--- config.mk ---
export PLATFORM = sky130hd
export DESIGN_NAME = tdf_regs
export DESIGN_NICKNAME = d
export VERILOG_FILES = /design/src/tdf_pkg.sv /design/src/tdf_regs.sv
export SDC_FILE = /design/constraint.sdc
export NUM_CORES = 1
export LEC_CHECK = 0
export BUFFER_PORTS_ARGS = -buffer_cell sky130_fd_sc_hd__buf_2
export CAP_MARGIN = 20
export CORE_MARGIN = 2
export CORE_UTILIZATION = 50
export DETAILED_ROUTE_END_ITERATION = 8
export GPL_TIMING_DRIVEN = 0
export HOLD_SLACK_MARGIN = 0.15
export PLACE_DENSITY = 0.85
export SYNTH_ARGS = -nofsm -noshare
export SYNTH_HDL_FRONTEND = slang
export SYNTH_SLANG_ARGS = --single-unit
--- constraint.sdc ---
create_clock -name clk -period 1.7 [get_ports clk]
set_input_delay 0.255 -clock clk [delete_from_list [all_inputs] [get_ports clk]]
set_output_delay 0.255 -clock clk [all_outputs]
set_load 0.05 [all_outputs]
--- src/tdf_pkg.sv ---
package tdf_pkg;

  // Number of entries in the trajectory table
  localparam int TABLE_DEPTH = 1024;

  // Request fields of the input channel
  typedef struct packed {
    logic [1:0]         operation;
    logic [9:0]         entry_index;
    logic signed [31:0] entry_position;
    logic signed [31:0] entry_velocity;
    logic signed [31:0] entry_acceleration;
    logic signed [15:0] entry_heading;
    logic signed [31:0] measured_distance;
  } tdf_in_t;

  // Fields of one result
  typedef struct packed {
    logic signed [31:0] drive_value;
    logic signed [15:0] target_heading;
    logic               path_finished;
  } tdf_out_t;

  // One trajectory table entry
  typedef struct packed {
    logic signed [31:0] position;
    logic signed [31:0] velocity;
    logic signed [31:0] acceleration;
    logic signed [15:0] heading;
  } tdf_entry_t;

  // Configuration register contents
  typedef struct packed {
    logic signed [23:0] gain_prop;
    logic signed [23:0] gain_deriv;
    logic signed [23:0] gain_vel_ff;
    logic signed [23:0] gain_acc_ff;
    logic [9:0]         inv_time_step;
    logic [10:0]        segments_in_use;
  } tdf_cfg_t;

  // Operation codes
  localparam logic [1:0] OP_WRITE   = 2'd0;
  localparam logic [1:0] OP_FOLLOW  = 2'd1;
  localparam logic [1:0] OP_RESTART = 2'd2;

  // Register indexes
  localparam logic [2:0] REG_GAIN_PROP   = 3'd0;
  localparam logic [2:0] REG_GAIN_DERIV  = 3'd1;
  localparam logic [2:0] REG_GAIN_VEL_FF = 3'd2;
  localparam logic [2:0] REG_GAIN_ACC_FF = 3'd3;
  localparam logic [2:0] REG_INV_TSTEP   = 3'd4;
  localparam logic [2:0] REG_SEG_IN_USE  = 3'd5;

  // Register reset values
  localparam logic signed [23:0] RST_GAIN_PROP   = 24'sd78643;
  localparam logic signed [23:0] RST_GAIN_DERIV  = 24'sd0;
  localparam logic signed [23:0] RST_GAIN_VEL_FF = 24'sd65536;
  localparam logic signed [23:0] RST_GAIN_ACC_FF = 24'sd0;
  localparam logic [9:0]         RST_INV_TSTEP   = 10'd50;
  localparam logic [10:0]        RST_SEG_IN_USE  = 11'd1024;

  // Operand selection of the shared multiplier
  typedef enum logic [2:0] {
    MUL_VEL,
    MUL_ACC,
    MUL_ERR,
    MUL_DHI,
    MUL_DLO
  } tdf_mul_sel_t;

  // Commands from controller to datapath
  typedef struct packed {
    logic         wr_entry;
    logic         restart;
    logic         follow;
    logic         err_en;
    logic         rate_en;
    logic         mul_en;
    tdf_mul_sel_t mul_sel;
    logic         finish;
  } tdf_cmd_t;

endpackage

--- src/tdf_regs.sv ---
module tdf_regs import tdf_pkg::*; (
  input  logic        clk,
  input  logic        rst_n,
  input  logic        psel,
  input  logic        penable,
  input  logic        pwrite,
  input  logic [4:0]  paddr,
  input  logic [31:0] pwdata,
  output logic [31:0] prdata,
  output logic        pready,
  output tdf_cfg_t    cfg
);

  tdf_cfg_t   cfg_r;
  logic [2:0] reg_idx;
  logic       wr_en;

  assign reg_idx = paddr[4:2];
  assign wr_en   = psel && penable && pwrite;
  assign pready  = 1'b1;
  assign cfg     = cfg_r;

  // Write registers on the access phase
  always_ff @(posedge clk) begin
    if (!rst_n) begin
      cfg_r.gain_prop       <= RST_GAIN_PROP;
      cfg_r.gain_deriv      <= RST_GAIN_DERIV;
      cfg_r.gain_vel_ff     <= RST_GAIN_VEL_FF;
      cfg_r.gain_acc_ff     <= RST_GAIN_ACC_FF;
      cfg_r.inv_time_step   <= RST_INV_TSTEP;
      cfg_r.segments_in_use <= RST_SEG_IN_USE;
    end else if (wr_en) begin
      unique case (reg_idx)
        REG_GAIN_PROP:   cfg_r.gain_prop       <= pwdata[23:0];
        REG_GAIN_DERIV:  cfg_r.gain_deriv      <= pwdata[23:0];
        REG_GAIN_VEL_FF: cfg_r.gain_vel_ff     <= pwdata[23:0];
        REG_GAIN_ACC_FF: cfg_r.gain_acc_ff     <= pwdata[23:0];
        REG_INV_TSTEP:   cfg_r.inv_time_step   <= pwdata[9:0];
        REG_SEG_IN_USE:  cfg_r.segments_in_use <= pwdata[10:0];
        default: ;
      endcase
    end
  end

  // Read back raw register bits
  always_comb begin
    unique case (reg_idx)
      REG_GAIN_PROP:   prdata = {8'd0, cfg_r.gain_prop};
      REG_GAIN_DERIV:  prdata = {8'd0, cfg_r.gain_deriv};
      REG_GAIN_VEL_FF: prdata = {8'd0, cfg_r.gain_vel_ff};
      REG_GAIN_ACC_FF: prdata = {8'd0, cfg_r.gain_acc_ff};
      REG_INV_TSTEP:   prdata = {22'd0, cfg_r.inv_time_step};
      REG_SEG_IN_USE:  prdata = {21'd0, cfg_r.segments_in_use};
      default:         prdata = 32'd0;
    endcase
  end

endmodule

# == After elaboration in Yosys (flattened, before gate mapping) ==
# Index checks and enable logic that the tools add are counted.
# totals
latchBits,0
elab_cells,21
mem_bits_ro,0
mem_count,0
regBits,117
out_inout_bits,150
ramBits,0
in_bits,42
# classes
muxes,1
n_mul,0
magnitude_cmp,0
n_addsub,0
div_mod_pow,0
bitwise_logic,0
eq_ne,5
shift,0
n_reduce_logical,9
# op_table
operator,n
$pmux W24 S6,1
$reduce_and A2 Y1,6
$eq A3 B2 Y1 const B,2
$eq A3 B3 Y1 const B,2
$eq A3 B1 Y1 const B,1
$logic_not A3 Y1,1
$logic_and A1 B1 Y1,2

# == Depth between registers and ports, before layout ==
# depth
depth_word,3
ltp_mapped,6
ltp_nobuf,3

# == Least setup slack after synthesis ==
# No wires, ideal clock.
# synth_path
path_kind,input to output
start,input paddr[3]
end,output prdata[0]
t_arrival_ns,2.220
required_ns,1.445
path_slack_ns,-0.775
stages,6
cell_sequence,buf_4 buf_4 buf_2 nor2_1 a22oi_1 o21ai_0
# synth_between
elab_chain_cells,2
word_cells_on_any_way,7
# synth_lines
item,line_no,text
"start, declared",tdf_regs.sv:7,"input logic [4:0] paddr,"
$eq A3 B3 Y1 (tied with other cells),tdf_regs.sv:47,unique case (reg_idx)
$pmux W24 S6 *,tdf_regs.sv:47,
"end, declared",tdf_regs.sv:9,"output logic [31:0] prdata,"
# Mark *: on every way between the ends. The rest lies on a longest branch, timed or not.

# == Worst setup path after layout ==
# layout_path
start,register cfg_r (netlist bit cfg[106])
end,output prdata[13]
# layout_between
elab_chain_cells,1
# layout_lines
item,line_no,text
"start, declared",tdf_regs.sv:14,tdf_cfg_t cfg_r;
$pmux W24 S6,tdf_regs.sv:47,
# Every way passes these cells.

==> flow_summary_export.csv <==
group,metric,value,unit
status,status,"finished, violations left",
status,violations,"negative setup slack",
routing,ant_nets,0,
setup_path,reg2regPathDepth,3,
timing,whs,0.227,ns
floorplanning,start_util,51.8,%
synthesis,yosysMostFrequentCell,"nand2_1",
pwr,p_per_area,878,nW/um^2
min_path,min_from,"penable",
routing,num_vias,5932,
setup_path,r2r_start,"cfg[112]",
timing,skew,0,ns
synthesis,ys.flop_type,"dfxtp_1",
clock_network,clk_latency,0.53,ns
synthesis,synth-seq-area-share,43.4,%
pwr,irDropWorstVdd,0.000638,V
setup_path,worstSetupPathType,"reg -> out",
setup_path,endpoint_kind,"output port",
clock_network,cts_buffers,17,
min_path,hold_class,"in -> reg",
clock_network,clockBufferDepth,2,
routing,initialDrtViolationCount,689,
timing,hold_viol_final,0,
finish,drive_gt1_share,52.2,%
routing,wirelength,22.5,mm
clock_network,cts_tree,"built",
placed_design,place_congestion,0.914,
synthesis,synth_edf_count,0,
finish,area_delta_synth_final,53.1,%
floorplanning,rows,37,
floorplanning,die_w,108,um
floorplanning,dieArea,11600,um^2
synthesis,synth_area_leaders,"dfxtp_1, mux2i_1, nand2_1, mux4_2, mux2_2",
placed_design,port-buffer-count,169,
timing,layout_setup_ws,-0.231,ns
placed_design,dpl.hpwl,12.6,mm
pwr,p_leak,3.72,nW
setup_path,max_stage_delay,0.45,ns
synthesis,async_reset_ff_share,0,%
grt,grt_pass1_wl,32.7,mm
setup_path,crit_chain,"mux4_2 > and2_1 > buf_6",
finish,fill_cells,551,
finish,nets,842,
synthesis,yosys-top-cells-count,"nand2_1, dfxtp_1, mux2i_1",
clock_network,clkTransAtPathRegs,0.06,ns
setup_path,r2r_end,"cfg[112]",
timing,tightest_slew,0.876,ns
floorplanning,coreArea,10400,um^2
finish,largest_reg_flops,117,
grt,grtUsageTotal,37.9,%
setup_path,cp.arrival,1.68,ns
synthesis,ys_seq_elements,117,
finish,n_antenna_cell,0,
synthesis,syn_inst,539,
timing,drv_slew,0,
setup_path,cp_max_fo,3,
setup_path,reg2reg_setup_slack,0.66,ns
clock_network,cts_sinks,117,
clock_network,clockRootBuffer,"clkbuf_8",
synthesis,netlist.top_cell.by_area,"dfxtp_1",
placed_design,placed_cells,851,
synthesis,synth_top_area_share,43.4,%
synthesis,syn_avg_cell_area,10.0,um^2
timing,final.min_clock_period,1.93,ns
routing,viasPerCell,6.26,
setup_path,startpoint_type,"flip-flop",
timing,maxSlewHeadroom,41.6,%
grt,grt_overflow,0,
floorplanning,die_height,108,um
routing,post_drt_wl_per_cell,23.8,um
timing,fin_crit_sh,114,%
setup_path,worstPathRequired,1.44,ns
routing,dr.pass1.iters,6,
grt,antenna_found_initial,0,
placed_design,place_ws,-0.396,ns
finish,fin_cells,948,
setup_path,slowest_stage,"mux4_2",
pwr,finalPower,7.26,mW
synthesis,ys_warn_count,0,
floorplanning,ios,192,
synthesis,syn-cell-area,5400,um^2
routing,drc,0,
min_path,min_to,"cfg[101]",
clock_network,cts.htree.levels,4,
flow_run,max-cap-violations,0,
synthesis,synth.distinct_cells,36,
timing,fmax,518,MHz
timing,rsz0062_at_grt,"yes",
min_path,min_path_cells,4,
timing,finalSetupViolCount,24,
grt,grt_max_degree,17,
grt,grt_pass1_vias,5885,
[power breakdown]
group | internal [mW] | switching [mW] | leakage, nW
combinational | 0.288 | 0.560 | 2.46
clock | 2.30 | 1.33 | 0.285
sequential | 2.77 | 0.0197 | 0.978
[metrics by stage]
step | utilization [%] | area (um^2) | setup TNS [ns]
floorplan | - | 5580 | -0.0272
global placement | 63.4 | 6600 | -6.33
detailed placement | 63.4 | 6600 | -9.68
CTS | 78.1 | 8130 | -3.86
global route | 79.3 | 8260 | -4.74
finish | 79.3 | 8260 | -4.30
[worst max-delay path: cells and delay by family, from the launching register on]
kind                   cells  cell delay [ns]
AND/OR/NAND/NOR            1             0.18
buffers and inverters      1             0.16
multiplexers               1             0.45
flip-flops                 1             0.35
[kinds of logic after synthesis]
| family | after synthesis | share of synthesized area [%] |
|---|---|---|
| and+or+nand+nor | 170 | 14.5 |
| muxes | 139 | 29.6 |
| DFF | 117 | 43.4 |
| buffers and inverters | 62 | 6.05 |
| AOI/OAI and AO/OA | 49 | 6.33 |
| other | 2 | 0.139 |
[final cells by class]
type                       instances  area [um^2]  share of cell area [%]
timing repair buffer             235         1610                    19.5
sequential                       117         2440                    29.5
tap                              136          170                    2.06
clock buffer                      22          453                    5.48
clock inverter                     9          126                    1.53
multi-input combinational        367         3050                    36.9
buffer                            52          384                    4.65
inverter                          10         37.5                   0.454
[worst max path at each step]
stage	endpoint	depth (start not counted)	from	slack, ns
2_1_floorplan	prdata[4]	4	paddr[2]	-0.01
5_1_grt	prdata[14]	3	cfg[35]	-0.24
4_1_cts	prdata[14]	3	cfg[35]	-0.21
3_3_place_gp	prdata[3]	8	paddr[3]	-0.38
6_report	prdata[13]	3	cfg[106]	-0.23
3_5_place_dp	prdata[3]	8	paddr[3]	-0.40
[placed cells by master (no fill, tap or decap), types with 10 or more instances in the layout]
| master | Yosys | routed |
|---|---|---|
| and2_4 | 0 | 10 |
| buf_2 | 5 | 148 |
| buf_4 | 17 | 59 |
| buf_6 | 3 | 14 |
| buf_8 | 0 | 10 |
| clkbuf_1 | 25 | 21 |
| clkbuf_16 | 0 | 17 |
| dfxtp_1 | 117 | 41 |
| dfxtp_2 | 0 | 76 |
| dlygate4sd3_1 | 0 | 25 |
| inv_1 | 10 | 10 |
| mux2i_1 | 111 | 110 |
| mux4_2 | 15 | 15 |
| nand2_1 | 129 | 129 |
| o211ai_1 | 14 | 14 |
[metal layers]
metal / up-vias / wire [um] / global-route usage [%]
li1: 2387 / - / -
met1: 2767 / 7710 / 42.2
met2: 599 / 10200 / 59.3
met3: 179 / 2930 / 13.4
met4: 0 / 1670 / 28.5
met5: - / 0 / 0
[repair_timing]
item / in CTS / in global routing
buffers inserted: 31 / 9
gates resized for setup: 156 / 26
endpoints found under the hold margin: 114 / 0
gates cloned: 1 / 0
pin swaps: 14 / 5
setup endpoints to repair: 24 / 25
hold buffers: 25 / 0
No activity file was read; power rests on OpenSTA's default activity.
