**src/tdf_pkg.sv**
```systemverilog
package tdf_pkg;

  // Number of entries in the trajectory table
  localparam int TABLE_DEPTH = 1024;

  // Request fields of the input channel
  typedef struct packed {
    logic [1:0]         operation;
    logic [9:0]         entry_index;
    logic signed [31:0] entry_position;
    logic signed [31:0] entry_velocity;
    logic signed [31:0] entry_acceleration;
    logic signed [15:0] entry_heading;
    logic signed [31:0] measured_distance;
  } tdf_in_t;

  // Fields of one result
  typedef struct packed {
    logic signed [31:0] drive_value;
    logic signed [15:0] target_heading;
    logic               path_finished;
  } tdf_out_t;

  // One trajectory table entry
  typedef struct packed {
    logic signed [31:0] position;
    logic signed [31:0] velocity;
    logic signed [31:0] acceleration;
    logic signed [15:0] heading;
  } tdf_entry_t;

  // Configuration register contents
  typedef struct packed {
    logic signed [23:0] gain_prop;
    logic signed [23:0] gain_deriv;
    logic signed [23:0] gain_vel_ff;
    logic signed [23:0] gain_acc_ff;
    logic [9:0]         inv_time_step;
    logic [10:0]        segments_in_use;
  } tdf_cfg_t;

  // Operation codes
  localparam logic [1:0] OP_WRITE   = 2'd0;
  localparam logic [1:0] OP_FOLLOW  = 2'd1;
  localparam logic [1:0] OP_RESTART = 2'd2;

  // Register indexes
  localparam logic [2:0] REG_GAIN_PROP   = 3'd0;
  localparam logic [2:0] REG_GAIN_DERIV  = 3'd1;
  localparam logic [2:0] REG_GAIN_VEL_FF = 3'd2;
  localparam logic [2:0] REG_GAIN_ACC_FF = 3'd3;
  localparam logic [2:0] REG_INV_TSTEP   = 3'd4;
  localparam logic [2:0] REG_SEG_IN_USE  = 3'd5;

  // Register reset values
  localparam logic signed [23:0] RST_GAIN_PROP   = 24'sd78643;
  localparam logic signed [23:0] RST_GAIN_DERIV  = 24'sd0;
  localparam logic signed [23:0] RST_GAIN_VEL_FF = 24'sd65536;
  localparam logic signed [23:0] RST_GAIN_ACC_FF = 24'sd0;
  localparam logic [9:0]         RST_INV_TSTEP   = 10'd50;
  localparam logic [10:0]        RST_SEG_IN_USE  = 11'd1024;

  // Operand selection of the shared multiplier
  typedef enum logic [2:0] {
    MUL_VEL,
    MUL_ACC,
    MUL_ERR,
    MUL_DHI,
    MUL_DLO
  } tdf_mul_sel_t;

  // Commands from controller to datapath
  typedef struct packed {
    logic         wr_entry;
    logic         restart;
    logic         follow;
    logic         err_en;
    logic         rate_en;
    logic         mul_en;
    tdf_mul_sel_t mul_sel;
    logic         finish;
  } tdf_cmd_t;

endpackage

```
**src/tdf_ctrl.sv**
```systemverilog
module tdf_ctrl import tdf_pkg::*; (
  input  logic       clk,
  input  logic       rst_n,
  input  logic       start,
  input  logic [1:0] op,
  output logic       busy,
  output logic       out_valid,
  output tdf_cmd_t   cmd
);

  typedef enum logic [2:0] {
    ST_IDLE,
    ST_ERR,
    ST_RATE,
    ST_MULP,
    ST_MULDH,
    ST_MULDL,
    ST_ACCUM,
    ST_DONE
  } state_t;

  state_t state_r, state_nxt;
  logic   out_valid_r;
  logic   accept;

  assign busy      = (state_r != ST_IDLE);
  assign out_valid = out_valid_r;
  assign accept    = start && !busy;

  // Decode the current step into datapath commands
  always_comb begin
    cmd          = '0;
    cmd.mul_sel  = MUL_VEL;
    state_nxt    = state_r;
    unique case (state_r)
      ST_IDLE: begin
        cmd.wr_entry = accept && (op == OP_WRITE);
        cmd.restart  = accept && (op == OP_RESTART);
        cmd.follow   = accept && (op == OP_FOLLOW);
        if (cmd.follow) state_nxt = ST_ERR;
      end
      ST_ERR: begin
        cmd.err_en  = 1'b1;
        cmd.mul_en  = 1'b1;
        cmd.mul_sel = MUL_VEL;
        state_nxt   = ST_RATE;
      end
      ST_RATE: begin
        cmd.rate_en = 1'b1;
        cmd.mul_en  = 1'b1;
        cmd.mul_sel = MUL_ACC;
        state_nxt   = ST_MULP;
      end
      ST_MULP: begin
        cmd.mul_en  = 1'b1;
        cmd.mul_sel = MUL_ERR;
        state_nxt   = ST_MULDH;
      end
      ST_MULDH: begin
        cmd.mul_en  = 1'b1;
        cmd.mul_sel = MUL_DHI;
        state_nxt   = ST_MULDL;
      end
      ST_MULDL: begin
        cmd.mul_en  = 1'b1;
        cmd.mul_sel = MUL_DLO;
        state_nxt   = ST_ACCUM;
      end
      ST_ACCUM: begin
        state_nxt = ST_DONE;
      end
      ST_DONE: begin
        cmd.finish = 1'b1;
        state_nxt  = ST_IDLE;
      end
      default: state_nxt = ST_IDLE;
    endcase
  end

  // Hold state and the result strobe
  always_ff @(posedge clk) begin
    if (!rst_n) begin
      state_r     <= ST_IDLE;
      out_valid_r <= 1'b0;
    end else begin
      state_r     <= state_nxt;
      out_valid_r <= (state_r == ST_DONE);
    end
  end

endmodule

```
**config.mk**
```make
export PLATFORM = sky130hd
export DESIGN_NAME = tdf_ctrl
export DESIGN_NICKNAME = d
export VERILOG_FILES = /design/src/tdf_pkg.sv /design/src/tdf_ctrl.sv
export SDC_FILE = /design/constraint.sdc
export NUM_CORES = 1
export LEC_CHECK = 0
export ABC_AREA = 0
export BUFFER_PORTS_ARGS = -buffer_cell sky130_fd_sc_hd__clkbuf_2
export CORE_AREA = 2 2 39 41
export CTS_BUF_LIST = sky130_fd_sc_hd__clkbuf_16
export DETAILED_ROUTE_END_ITERATION = 8
export DIE_AREA = 0 0 41 43
export REMOVE_ABC_BUFFERS = 1
export SLEW_MARGIN = 20
export SYNTH_ARGS = -nofsm -noshare
export SYNTH_HDL_FRONTEND = slang
export SYNTH_SLANG_ARGS = --single-unit
```
**constraint.sdc**
```tcl
create_clock -name clk -period 1.7 [get_ports clk]
set_input_delay 0.17 -clock clk [delete_from_list [all_inputs] [get_ports clk]]
set_output_delay 0.17 -clock clk [all_outputs]
set_load 0.01 [all_outputs]
```
---- After elaboration in Yosys (flattened, before gate mapping) ----
Cells that the tools add are included.
word-level totals
  bits in registers ....................... 4
  logic and storage cells ................. 27
  output and inout bits ................... 12
  input bits .............................. 5
operators by class
  equal/unequal tests ..................... 10
  reductions and logical operators ........ 8
  muxes and demuxes ....................... 7
operators with widths
  cell                  count
  $pmux W3 S8           1
  $pmux W4 S5           1
  $eq A3 B3 Y1 const B  4
  $eq A3 B2 Y1 const B  2
  $mux W3               2
  $logic_and A1 B1 Y1   4
  $eq A3 B1 Y1 const B  1
  $logic_not A3 Y1      1
  $mux W1               3
  $reduce_bool A3 Y1    1
  $eq A2 B1 Y1 const B  1
  $eq A2 B2 Y1 const B  1
  $logic_not A2 Y1      1
  $ne A2 B2 Y1 const B  1
  $logic_not A1 Y1      1

---- Depth between registers and ports, before layout ----
Gate-level depths: netlist of run 1.
  depth in word-level cells ............... 6
  mapped depth ............................ 6
  depth with buffers taken out ............ 5

---- Worst setup path before layout of run 1 ----
OpenSTA, ideal clock, no wires.
  path kind ............................... register to output
  from .................................... register state_r[1]
  to ...................................... output port cmd[8] (netlist bit)
  path buffers ............................ 2
  arrival time ............................ 1,269 ps
  setup slack ............................. 261 ps
  required time ........................... 1,530 ps
  stages on the path, launching flop included .. 5
  cell sequence ........................... dfxtp_1 > buf_4 > or3_1 > buf_6 > nor4b_2
RTL lines
  item                      RTL line        text
  start: declaration        tdf_ctrl.sv:22  state_t state_r, state_nxt;
  start signal: assignment  tdf_ctrl.sv:86  state_r <= state_nxt;
  end: declaration          tdf_ctrl.sv:8   output tdf_cmd_t cmd

==> impl_metrics.toml, run 1 <==
[synthesis]
most_area_consuming_cells_after_synthesis = "dfxtp_1 21%, ha_1 9.7%, buf_6 8.7%"
synth_top_area_share_pct = 20.6
synthesis.instances = 43
syn-mean-instance-area_sq_um = 9.02
synth.ff_latch_count = 4
post_synth_num_cell_types = 26
synth_top_cell_by_area = "dfxtp_1"
synth.cell_area_sq_um = 388
ys_warn_count = 0
synth-seq-area-share_pct = 20.6

[sta]
layout_worst_path_cycle_share_pct = 95.4
report.final.hold_viol_count = 0
max_slew_margin_pct = 75.8
timing.clock.skew_ns = 0.00258
slew_violations = 0
whs_ns = 0.191
rsz0062_at_grt = "false"
fin_setup_tns_ns = 0
period_needed_ns = 1.62
clock.fmax_ghz = 0.617
worst-slew-pin-transition_ns = 0.359
report.final.setup_viol = 0

[setup_path]
r2r_setup_slack_ns = 0.31
arrival_time_of_the_worst_setup_path_ns = 1.45
critical_path.cell_chain = "buf_4 > or3_2 > a21oi_2 > clkbuf_2"
slowest_delay_ns = 0.45
regToRegEndpoint = "state_r[2]"
crit_path_max_fanout = 8
worstSetupPathType = "register to primary output"
critical_path.reg2reg.startpoint = "state_r[1]"
worstSetupEndpointType = "primary output"
cp_data_required_time_ns = 1.53
worst_setup_path_start_kind = "register"
critical_path.slowest_cell = "or3_2"
reg2reg_depth = 4

[run]
maxCapViolations = 0

[layout]
area_growth_pct = 41.6
layout-drive-gt1-share_pct = 55.0
nNetsFinal = 70
antennaDiodeCount = 0
fillers = 143

[floorplan]
die-area_sq_um = 1760
die-width_microns = 41
initial_core_util_pct = 28.0
placementRows = 14
pin_count = 17
die_height_microns = 43
core_region_area_sq_um = 1380

[grt]
grt_antenna_before_repair = 0
grt_start_max_net_pins = 12
grt_overflow = 0
grt_first_pass_wirelength_mm = 1.44
grt_util_all_layers_pct = 12.4
first_global_vias = 364

[clocking]
cts.root.buffer_cell = "clkbuf_16"
numClockSinks = 4
cts-buffers-inserted = 3
cts_hold_repair.buffers = 0
clock_path_buffers = 2
post-cts-setup-buffer-count = 0
cts-htree-levels = 1
clk_pin_slew_ns = 0.03
tritoncts = "done"
worst_skew_pair_later_pin_latency_ns = 0.23

[routing]
dr.pass1.iters = 2
route.vias.total = 362
wl_per_cell_microns = 10.8
drc = 0
drt_iter0_drc = 5
routed_via_density = 4.76
route.antenna.remaining_nets = 0
wire_length_after_detailed_routing_microns = 823

[worst_hold_path]
hold_end = "out_valid"
timing.hold.worst.start = "rst_n"
hold_class = "primary input to register"
hold_path_depth = 2

[place]
routability_driven_placement_congestion_ratio = 0.761
hpwlAfterDp_microns = 648
numPortBuffers = 16

[power_and_ir_drop]
design_power_total_w = 0.000518
cellLeakagePower_nw = 0.262
power-per-cell-area_nw_per_um2 = 943
vdd_ir_drop_max_mv = 0.464

[outcome]
outcome = "completed"
## state kept, by name (all words and copies together), names as in the netlist
signal     count
state_r        3
out_valid      1
## cells in the mapped netlist
master / n
a21oi_1: 2
xnor2_1: 2
nand2_1: 2
clkinv_2: 1
nor4b_4: 1
ha_1: 3
nand3_1: 1
nor2_1: 4
nor2b_1: 1
or3_1: 1
and2_1: 1
o211ai_1: 1
nor4b_2: 1
buf_4: 1
buf_6: 3
inv_1: 3
nor3_1: 3
and3b_1: 1
nor3_2: 1
or3_2: 1
o41ai_2: 1
or3b_4: 1
o21bai_1: 1
dfxtp_1: 4
xor2_1: 1
a21boi_0: 1
## power breakdown
group / internal [W] / leakage, nW / switching [W] / total [W]
sequential: 0.0000965 / 0.0338 / 0.00000469 / 0.000101
clock: 0.000301 / 0.0370 / 0.0000692 / 0.000370
combinational: 0.0000236 / 0.191 / 0.0000233 / 0.0000469
## layout make-up
type / count / area (sq um) / share of cell area (%)
Inverter: 4 / 16.3 / 2.96
Timing Repair Buffer: 18 / 95.1 / 17.3
Sequential cell: 4 / 83.8 / 15.3
Clock buffer: 3 / 75.1 / 13.7
Multi-Input combinational cell: 31 / 259 / 47.2
Tap cell: 16 / 20.0 / 3.64
## cell usage in the layout (no fill, tap or decap), types with 2 or more instances in the layout
cell,n
inv_1,3
clkbuf_16,3
xnor2_1,2
nand2_1,2
dfxtp_2,3
nor3_1,3
clkbuf_2,16
buf_4,2
nor2_1,4
ha_1,3
## critical path: cells and delay by family, from the launching register on
kind	cells	cell delay, ns
buffers and inverters	2	0.29
AOI/OAI and AO/OA	1	0.12
DFF	1	0.35
and+or+nand+nor	1	0.45
## worst max-delay path by stage
stage               startpoint          to  slack (ns)  cells past startpoint
floorplan           state_r[1]  state_r[2]        0.26                      4
global placement    state_r[0]      cmd[8]        0.25                      3
detailed placement  state_r[1]  state_r[2]        0.23                      4
CTS                 state_r[1]      cmd[2]        0.02                      4
global route        state_r[1]      cmd[2]        0.02                      4
finish              state_r[1]      cmd[2]        0.08                      4
## stage by stage
step / setup WS, ns / utilization (%) / cells / instance area [sq um]
global route: 0.0221 / 39.7 / 76 / 549
floorplan: 0.258 / - / 39 / 347
global placement: 0.249 / 33.4 / 73 / 462
detailed placement: 0.232 / 33.4 / 73 / 462
CTS: 0.0154 / 39.2 / 76 / 542
finish: 0.0784 / 39.7 / 76 / 549
## per-layer routing
layer  GRT usage, %  share of wire, %  vias up
met1           13.2                40      166
met4           10.0               2.6        0
met2           19.4                50       13
met3           3.14               6.9        2
li1               -                 -      181
met5              0                 0        -
## cells by family after synthesis
group / Yosys count / share of synthesized area (%)
AND/OR/NAND/NOR: 19 / 35.5
buffers and inverters: 8 / 14.8
AO/OA/AOI/OAI: 6 / 12.6
flip-flops: 4 / 20.6
XOR/XNOR: 3 / 6.78
adder cells (fa/ha/maj): 3 / 9.68
## what timing repair did
item | in CTS | in global routing
resized for setup | 1 | 4
gates cloned | 0 | 0
endpoints found under the setup margin | 1 | 3
(Power assumes the default switching activity.)
==> run 2: changes to the inputs <==
CTS_BUF_LIST = not set   (was sky130_fd_sc_hd__clkbuf_16)
PLACE_DENSITY = 0.58   (was not set)
SKIP_CTS_REPAIR_TIMING = 1   (was not set)
==> run 2 against run 1 <==
Compared with the run above: clock power shrank 68%; worst hold slack lost 0.0028 ns; maximum frequency shrank 0.83%; global-route usage shrank 2.5 points; sequential share of layout area grew 1.0 points; combinational power grew 3%; wire length shrank 9.1%; first-iteration DRC count shrank 80%; setup slack lost 0.014 ns; highest routed layer is now met3.
==> impl_metrics.toml, run 2 (synthesis gave the netlist of run 1 again) <==
[outcome]
outcome = "completed"

[setup_path]
cp_top_family = "simple AND/OR/NAND/NOR gates"
worst_path_buffer_plus_inverter_count = 2
r2r_setup_slack_ns = 0.29
arrival_time_of_the_worst_setup_path_ns = 1.47
cp_data_required_time_ns = 1.53
worst_setup_path_start_kind = "register"
slowest_delay_ns = 0.44
critical_path.slowest_cell = "or3_2"
worstSetupEndpointType = "primary output"
crit_path_max_fanout = 8
critical_path.cell_chain = "buf_4 > or3_2 > a21oi_1 > buf_2"
worstSetupPathType = "register to primary output"

[floorplan]
die-width_microns = 41
die-area_sq_um = 1760
core_region_area_sq_um = 1380
pin_count = 17
initial_core_util_pct = 28.0
placementRows = 14
die_height_microns = 43

[sta]
fin_setup_tns_ns = 0
slew_violations = 0
period_needed_ns = 1.64
worst-slew-pin-transition_ns = 0.367
timing.clock.skew_ns = 0.00422
report.final.hold_viol_count = 0
report.final.setup_viol = 0
clock.fmax_ghz = 0.612
rsz0062_at_grt = "false"
layout_worst_path_cycle_share_pct = 96.2
max_slew_margin_pct = 75.3

[layout]
instances_no_fill = 77
final_cell_mix = "15 x clkbuf_2, 4 x nor2_1, 4 x dfxtp_1"
antennaDiodeCount = 0
layout-drive-gt1-share_pct = 47.5
regMostFlops = "state_r"
largest_reg_flops = 3
area_growth_pct = 26.8
mostFrequentLayoutCell = "clkbuf_2"
fillers = 148
nNetsFinal = 71

[grt]
grt_start_max_net_pins = 9
first_global_vias = 289
grt_util_all_layers_pct = 9.93
grt_first_pass_wirelength_mm = 1.16
grt_overflow = 0
grt_antenna_before_repair = 0

[clocking]
tritoncts = "done"
cts.root.buffer_cell = "clkbuf_4"
cts-htree-levels = 1
numClockSinks = 4
worst_skew_pair_later_pin_latency_ns = 0.24
clk_pin_slew_ns = 0.04
cts-buffers-inserted = 3
clock_path_buffers = 2

[power_and_ir_drop]
cellLeakagePower_nw = 0.245
power_frac_clock_pct = 44.4
power-per-cell-area_nw_per_um2 = 540
seq_power_share_pct = 37.3
p_int_w = 0.000199
power.net_switching_w = 0.0000666
share_of_power_burned_in_combinational_logic_pct = 18.2
vdd_ir_drop_max_mv = 0.233
sw_ratio_pct = 25.1

[routing]
routed_via_density = 4.60
wire_length_after_detailed_routing_microns = 748
wl_per_cell_microns = 9.71
route.antenna.remaining_nets = 0
drc = 0
drt_iter0_drc = 1
dr.pass1.iters = 4
route.vias.total = 354

[worst_hold_path]
hold_class = "primary input to register"

[place]
routability_driven_placement_congestion_ratio = 0.812
placed_cells = 74
hpwlAfterDp_microns = 612
numPortBuffers = 16

[run]
maxCapViolations = 0
## run 2: changes by cell type in the layout (fill, tap and decap cells not counted), moves of 3 or more
cell and change:
clkbuf_16 -3, clkbuf_4 +3, dfxtp_1 +3, dfxtp_2 -3
## run 2: power groups by stage
stage	combinational, W	clock (W)	sequential [W]
global route	0.0000527	0.000131	0.0000993
detailed placement	0.0000489	0	0.000100
floorplan	0.0000276	0	0.000101
finish	0.0000484	0.000118	0.0000991
CTS	0.0000492	0.000125	0.0000990
global placement	0.0000488	0	0.000101
## run 2: final timing paths
path | startpoint | to | cells past startpoint
max | state_r[1] | cmd[2] | 4
min | rst_n | out_valid | 2
max reg2reg | state_r[1] | state_r[2] | 4
min reg2reg | state_r[1] | state_r[1] | 2
## run 2: through the flow
step	util, %	hold WS (ns)	cell area [sq um]	total power (W)	setup slack, ns
5_1_grt	35.5	0.191	492	0.000283	0.00560
4_1_cts	35.5	0.183	492	0.000274	0.0422
6_report	35.5	0.188	492	0.000266	0.0648
3_5_place_dp	33.9	0.435	469	0.000149	0.296
3_3_place_gp	33.9	0.434	469	0.000149	0.297
2_1_floorplan	-	0.292	347	0.000128	0.258
## run 2: layout make-up
class | count | area, sq um | share of cell area (%)
multi-input combinational | 31 | 250 | 50.9
timing repair buffer | 19 | 103 | 20.9
sequential | 4 | 80.1 | 16.3
clock buffer | 3 | 22.5 | 4.58
tap | 16 | 20.0 | 4.07
inverter | 4 | 16.3 | 3.31
## run 2: worst reg2reg max path, cell delays in order, from the launching register on
cell and delay (ns):
dfxtp_1 0.39, inv_1 0.11, ha_1 0.24, o41ai_2 0.45
nor3_2 0.09
## run 2: routing by layer
metal	global-route usage (%)	part of all wire (%)
met2	13.1	45
met1	12.2	46
met3	5.24	8.3
met4	6.00	0
met5	0	0
==> run 3: changes to the inputs <==
CTS_BUF_LIST = sky130_fd_sc_hd__clkbuf_8   (was not set)
==> run 3 against run 2 <==
Compared with the run above: global-route usage is 0.10 points higher; final cell count stayed put; via count is 0.85% lower; critical endpoint unchanged; largest power group unchanged.
==> impl_metrics.toml, run 3 (synthesis gave the netlist of run 1 again) <==
[power_and_ir_drop]
cellLeakagePower_nw = 0.252
design_power_total_w = 0.000345
seq_power_share_pct = 28.8
vdd_ir_drop_max_mv = 0.276
power_frac_clock_pct = 57.2
share_of_power_burned_in_combinational_logic_pct = 14.0
sw_ratio_pct = 21.6
power-per-cell-area_nw_per_um2 = 677
power.net_switching_w = 0.0000746
p_int_w = 0.000271

[floorplan]
die-area_sq_um = 1760
pin_count = 17
core_region_area_sq_um = 1380
die-width_microns = 41
initial_core_util_pct = 28.0
placementRows = 14
die_height_microns = 43

[setup_path]
reg2reg_depth = 4
critical_path.reg2reg.startpoint = "state_r[1]"
regToRegEndpoint = "state_r[2]"
cp_data_required_time_ns = 1.53
arrival_time_of_the_worst_setup_path_ns = 1.46
worstSetupEndpointType = "primary output"
worst_setup_path_start_kind = "register"
r2r_setup_slack_ns = 0.29
crit_path_max_fanout = 8
worstSetupPathType = "register to primary output"

[worst_hold_path]
hold_end = "out_valid"
hold_class = "primary input to register"
timing.hold.worst.start = "rst_n"
hold_path_depth = 2

[clocking]
cts-htree-levels = 1
clock_path_buffers = 2
worst_skew_pair_later_pin_latency_ns = 0.22
numClockSinks = 4
tritoncts = "done"
cts-buffers-inserted = 3
clk_pin_slew_ns = 0.03
cts.root.buffer_cell = "clkbuf_8"

[routing]
route.antenna.remaining_nets = 0
route.vias.total = 351
drt_iter0_drc = 0
wire_length_after_detailed_routing_microns = 758
drc = 0
dr.pass1.iters = 1
routed_via_density = 4.56
wl_per_cell_microns = 9.84

[layout]
instances_no_fill = 77
regMostFlops = "state_r"
mostFrequentLayoutCell = "clkbuf_2"
largest_reg_flops = 3
nNetsFinal = 71
fillers = 147
area_growth_pct = 31.6
layout-drive-gt1-share_pct = 47.5
antennaDiodeCount = 0
final_cell_mix = "16 x clkbuf_2, 4 x nor2_1, 4 x dfxtp_1"

[sta]
layout_worst_path_cycle_share_pct = 95.8
report.final.setup_viol = 0
worst-slew-pin-transition_ns = 0.367
period_needed_ns = 1.63
report.final.hold_viol_count = 0
clock.fmax_ghz = 0.614
slew_violations = 0
max_slew_margin_pct = 75.2
whs_ns = 0.209
timing.clock.skew_ns = 0.00277
fin_setup_tns_ns = 0
rsz0062_at_grt = "false"

[place]
hpwlAfterDp_microns = 612
placed_cells = 74
routability_driven_placement_congestion_ratio = 0.812
numPortBuffers = 16

[grt]
grt_util_all_layers_pct = 10.0
grt_first_pass_wirelength_mm = 1.17
grt_start_max_net_pins = 9
grt_antenna_before_repair = 0
gr-usage-met2_pct = 13.1
grt_util_met1_pct = 12.5
grt_overflow = 0
first_global_vias = 291
grt-busiest-layer = "met2"
grtUsageMet3_pct = 5.24

[outcome]
outcome = "completed"

[run]
maxCapViolations = 0
[run 3: cell types whose count changed in the layout (fill, tap and decap cells not counted)]
cell,before,now
clkbuf_8,0,3
clkbuf_4,3,0
clkbuf_2,15,16
buf_2,1,0
[run 3: area by class of cell]
class	count	area, sq um	area share, %
multi-input combinational	31	250	49.0
timing repair buffer	19	103	20.1
sequential	4	80.1	15.7
clock buffer	3	41.3	8.09
tap	16	20.0	3.92
inverter	4	16.3	3.19
[run 3: power groups by stage]
stage / registers (W) / clock network, W / logic (W)
final: 0.0000994 / 0.000198 / 0.0000484
after global routing: 0.0000996 / 0.000212 / 0.0000527
after CTS: 0.0000992 / 0.000205 / 0.0000492
after detailed placement: 0.000100 / 0 / 0.0000489
after global placement: 0.000101 / 0 / 0.0000488
after floorplan: 0.000101 / 0 / 0.0000276
[run 3: worst max-delay path by stage]
stage	from	endpoint	slack, ns	depth (start not counted)
floorplan	state_r[1]	state_r[2]	0.26	4
global placement	state_r[1]	state_r[2]	0.30	4
detailed placement	state_r[1]	state_r[2]	0.30	4
CTS	state_r[1]	cmd[2]	0.07	4
global route	state_r[1]	cmd[2]	0.02	4
finish	state_r[1]	cmd[2]	0.07	4
[run 3: layer usage]
layer / vias to the layer above / share of wire, %
li1: 180 / -
met1: 157 / 47
met2: 14 / 44
met3: 0 / 8.7
met4: 0 / 0
met5: - / 0
[run 3: worst max-delay path, cell delays in order (launching register included)]
cell,delay [ns]
dfxtp_1,0.34
buf_4,0.18
or3_2,0.44
a21oi_1,0.14
clkbuf_2,0.14
[run 3: through the flow]
step / cell area (sq um) / util [%] / setup WS [ns]
after floorplan: 347 / - / 0.258
after global placement: 469 / 33.9 / 0.297
after detailed placement: 469 / 33.9 / 0.296
after CTS: 510 / 36.9 / 0.0669
after global routing: 510 / 36.9 / 0.0219
final: 510 / 36.9 / 0.0707
